File: config.mk
export PLATFORM = sky130hd
export DESIGN_NAME = rwdi_ram
export DESIGN_NICKNAME = d
export VERILOG_FILES = /design/src/assert_macros.svh /design/src/rwdi_ram.sv
export SDC_FILE = /design/constraint.sdc
export NUM_CORES = 2
export LEC_CHECK = 0
export ABC_CLOCK_PERIOD_IN_PS = 4800
export BUFFER_PORTS_ARGS = -buffer_cell sky130_fd_sc_hd__buf_2
export CAP_MARGIN = 15
export CORE_ASPECT_RATIO = 1.25
export CORE_MARGIN = 5
export CORE_UTILIZATION = 46
export DETAILED_ROUTE_END_ITERATION = 12
export HOLD_SLACK_MARGIN = 0.08
export PLACE_DENSITY_LB_ADDON = 0.1
export SLEW_MARGIN = 20
export SYNTH_ARGS = -nofsm -noshare
export SYNTH_HDL_FRONTEND = slang
export SYNTH_SLANG_ARGS = --single-unit
File: constraint.sdc
create_clock -name clk_i -period 4.8 [get_ports clk_i]
set_input_delay 0.72 -clock clk_i [delete_from_list [all_inputs] [get_ports clk_i]]
set_output_delay 0.72 -clock clk_i [all_outputs]
set_load 0.005 [all_outputs]
File: src/assert_macros.svh
// ----------------------------------------------------------------------------
// assert_macros
// Assertion helpers for the random walk iterator.
// ----------------------------------------------------------------------------
`ifndef ASSERT_MACROS_SVH
`define ASSERT_MACROS_SVH

// Check that an implication holds at every clock edge outside reset.
`define ASSERT_IMPL(lbl, clk, rstn, ante, cons) \
  lbl: assert property (@(posedge clk) disable iff (!rstn) (ante) |-> (cons)) \
    else $error("assertion failed");

// Check that a condition never holds outside reset.
`define ASSERT_NEVER(lbl, clk, rstn, cond) \
  lbl: assert property (@(posedge clk) disable iff (!rstn) !(cond)) \
    else $error("assertion failed");

`endif

File: src/rwdi_ram.sv
// ----------------------------------------------------------------------------
// rwdi_ram
// Generic single-write, single-read synchronous RAM, registered read data.
// ----------------------------------------------------------------------------
module rwdi_ram #(
  parameter int unsigned Width = 32,
  parameter int unsigned Depth = 64
) (
  input  logic                     clk_i,
  input  logic                     we_i,
  input  logic [$clog2(Depth)-1:0] waddr_i,
  input  logic [Width-1:0]         wdata_i,
  input  logic [$clog2(Depth)-1:0] raddr_i,
  output logic [Width-1:0]         rdata_o
);
  logic [Width-1:0] mem [Depth];

  always_ff @(posedge clk_i) begin
    if (we_i) mem[waddr_i] <= wdata_i;
    rdata_o <= mem[raddr_i];
  end
endmodule

# == Yosys cells after proc, flatten, opt, wreduce, memory -nomap -nowiden ==
# Memories as Yosys holds them, arrays and structs flattened. A register that Yosys moved wholly into a read port is not among the register bits.
# Cells that the tools add are included.
# op_classes
addsub,0
n_mul,0
div_mod_pow,0
order_cmp,0
eq_ne,0
n_shift,0
mux,2
bitwise,0
reduce_logical,0
# op_table
operator,n
1-bit two-way mux,2
# totals
reg_bits,0
latchBits,0
ramBits,2048
romBits,0
inputBits,46
out_inout_bits,32
wordCells,3
mem_count,1
# memory_table
name,words,word_bits,rd,rd_ports_with_merged_regs,write_ports,line,source
mem,64,32,1,1,1,rwdi_ram.sv:16,logic [Width-1:0] mem [Depth];

# == Depth between registers and ports, before layout ==
# depth
ltp_word,2
depth_mapped,10
ltp_nobuf,5

# == Worst setup path after synthesis ==
# Ideal clock, no wire load.
# synth_path
path_kind,in2reg
start,input port waddr_i[3]
end,"memory mem[48][0], enable pin"
setup_time_ns,0.461
arrival_ns,3.419
required_ns,4.339
slack_ns,0.920
stages,4
n_path_buf,1
path_cell_list,clkbuf_1 > nor2b_1 > nand4b_1 > nor3_1
# synth_rtl
item,line,source
start: declaration,rwdi_ram.sv:11,"input logic [$clog2(Depth)-1:0] waddr_i,"
end: declaration,rwdi_ram.sv:16,
# No word-level cell before the write port.

==> summary.txt <==
CTS
  – CTS Buffer Depth: 3
  – Post-CTS Setup Repair Bufs: 0
  – # clock sinks: ~2100
  – Root Buffer: clkbuf_16
  – Worst-path clk slew: 60 ps
  – Worst-Skew Late Latency: 840 ps
  – CTS Buf Count: slightly below 200
  – CTS resizes: 0
  – CTS tree: done
  – Cts hold-fix bufs: 0
  – H-tree levels: 4

Synthesis
  – Synth top area cells: edfxtp_1 78%, mux4_2 16%, mux2i_1 1.2%
  – Synth Area in Adders: 0%
  – Synth cell count leaders: 2048 x edfxtp_1, 544 x mux4_2, 137 x nor2_1
  – Seq/Total Area, Yosys: between 70% and 80%
  – Compound-Gate Fraction of Synth Area: 1.67%
  – Synth cell types: 34
  – Mapped Area: ~80000 sq um
  – Post-Synth Simple-Gate Area: about 1.3%
  – YS warnings: 0
  – Seq cells post-synth: 2080
  – Syn Inst Count: between 3000 and 4000
  – Post-Synth XOR/XNOR Area: 0%
  – Mean post-synth cell area: between 20 and 25 sq um
  – Share of the synthesized area in the top cell type: between 70% and 80%
  – Yosys top cell by area: edfxtp_1
  – EDFF count, synth: 2048
  – Multiplexer share of the synthesized area: 16.8%
  – Post-Syn Nets: roughly 3400
  – Main combinational cell family by area after synthesis: multiplexers
  – Most common cell in the synthesized netlist: edfxtp_1
  – FFs w/ async S/R, synth: 0%
  – Main synth FF type: edfxtp_1

Worst setup path
  – CP Class: in2reg
  – Crit path cell chain: buf_8 -> buf_12 -> buf_4 -> mux4_2 -> mux4_2 -> o22ai_1 -> nor2_1
  – CP max stage delay: ~600 ps
  – R2R cell count: 4
  – Origin of the worst setup path: raddr_i[0]
  – Worst setup SP type: primary input
  – CP required: roughly 5500 ps
  – Critical-path top delay cell: mux4_2
  – Worst Path Arrival: 3920 ps
  – Critical path endpoint category: flop
  – R2r endpoint: rdata_o[2]
  – Most used cell, CP: mux4_2
  – Worst Path Max Fanout: 40
  – Reg2reg setup slack: ~2300 ps
  – FF-to-FF Start: mem[19][2]

Finish
  – Fin nets: around 3700
  – Final Cell Area: between 80000 and 90000 sq um
  – Syn-to-layout area delta: 14.0%
  – Layout cells sized above 1: a little under a third

Timing
  – Setup violators final: 0
  – Hold Fails Final Rpt: 0
  – Tmin final: ~3300 ps
  – Fmax: around 0.3 GHz
  – Worst-Margin Slew: approximately 1000 ps
  – RSZ-0062 raised after global routing: no
  – Final period util: 68.3%
  – Setup_tns: 0 ps
  – Layout Skew: 28.0 ps
  – Slew HR: a little under a third
  – Max-slew violation count: 0

Floorplan
  – Die width: 380 um
  – Io pins: between 70 and 80
  – Initial Util: between 40 and 50%
  – Die area: 179000 sq um
  – FP Rows: approximately 170
  – Die height: about 470 um
  – Core area: 170000 sq um

Min path
  – HP Class: in2reg
  – Hold endpoint: mem[52][11]
  – Hold path depth: 1
  – Worst Min Path Start: wdata_i[11]

Routing
  – Vias after detailed routing: roughly 37000
  – Wirelength, routed: roughly 220 mm
  – Drt drc: 0
  – Initial DRT Pass Iterations: 7
  – Antenna viol nets, final: 0
  – Drt wl/cell: ~36 um
  – Iteration-0 DRC Markers: around 4300
  – Vias per cell: a little over 6

Global route
  – First-pass GRT wire length: around 300 mm
  – Vias in the first global route: 38677
  – GR Overflow Total: 0
  – Initial antenna violation count: 24
  – Gr usage total: between 20% and 30%
  – Largest net degree at the start of global routing: between 70 and 80

Power
  – Peak VDD IR: roughly 0.38 mV
  – Power per Cell Area: approximately 420 nW/um^2
  – Total power: ~0.038 W
  – LEAKAGE: 27.9 nW

Placement
  – DP HPWL: roughly 130 mm
  – PortBufs: between 70 and 80
  – Gpl congestion: slightly below 0.8
  – Post-placement cell area: about 83000 sq um

Flow run
  – Max Cap Violations: 0

Status
  – Status: finished clean
## per-layer routing
layer | part of all wire [%] | up-vias | track usage (%) | wire length [um]
li1 | - | 14848 | - | -
met1 | 38 | 20190 | 31.7 | 83300
met2 | 51 | 1503 | 41.4 | 110000
met3 | 7.8 | 323 | 5.57 | 17000
met4 | 3.6 | 8 | 8.15 | 7760
met5 | 0.022 | - | 0 | 48
## cell type report
type / instances / area, sq um
multi-input combinational: 1062 / 16000
clock inverter: 118 / 1180
tap: 2223 / 2780
timing repair buffer: 268 / 2090
clock buffer: 251 / 5350
sequential: 2080 / 62100
antenna: 10 / 25.0
fill: 12946 / 80300
## logic make-up (layout without fill, tap and decap cells)
logic type             after synthesis  after routing
flip-flops                        2080           2080
multiplexers                       637            637
AND/OR/NAND/NOR                    223            223
AO/OA/AOI/OAI                      202            202
buffers and inverters              182            637
other                                0             10
## stage by stage
stage / hold WS, ps / cells / worst slack [ps] / utilization [%]
floorplan: 663 / 3324 / 920 / -
global placement: 739 / 5633 / 756 / 48.9
detailed placement: 748 / 5633 / 745 / 48.9
CTS: 153 / 6002 / 1630 / 52.7
global route: 194 / 6003 / 1420 / 52.7
finish: 236 / 6012 / 1520 / 52.7
## worst max path at each step
stage,endpoint,slack [ps],depth (start not counted)
final,rdata_o[2],1520,7
after CTS,rdata_o[2],1630,7
after global placement,rdata_o[2],760,7
after global routing,rdata_o[2],1420,7
after detailed placement,rdata_o[2],750,7
after floorplan,mem[48][0],920,4
## registers in the layout (all words and copies together), names as in the netlist
name and count:
mem 2048, rdata_o 32
## placed cells by master (no fill, tap or decap), drive strengths merged, types with 26 or more instances in the layout
cell    netlist  layout
mux2i        93      93
a21oi        62      62
nand2        26      26
edfxtp     2048    2048
mux4        544     544
clkinv        0      82
o221ai       27      27
nor2        137     137
o22ai        84      84
clkbuf       74     251
buf         108     268
dfxtp        32      32
## worst max-delay path, delay by kind of cell
family          cells  cell delay, ps
compound gates      1             550
buf+inv             3            1120
mux                 2            1110
simple gates        1             250
## power by group
| group | switching, W | leakage (nW) | total, W | internal [W] |
|---|---|---|---|---|
| Combinational | 0.00129 | 6.02 | 0.00199 | 0.000699 |
| Clock | 0.00671 | 3.22 | 0.0158 | 0.00906 |
| Sequential | 0.000105 | 18.7 | 0.0202 | 0.0201 |
Note: power is estimated with default switching activity, not from simulation.
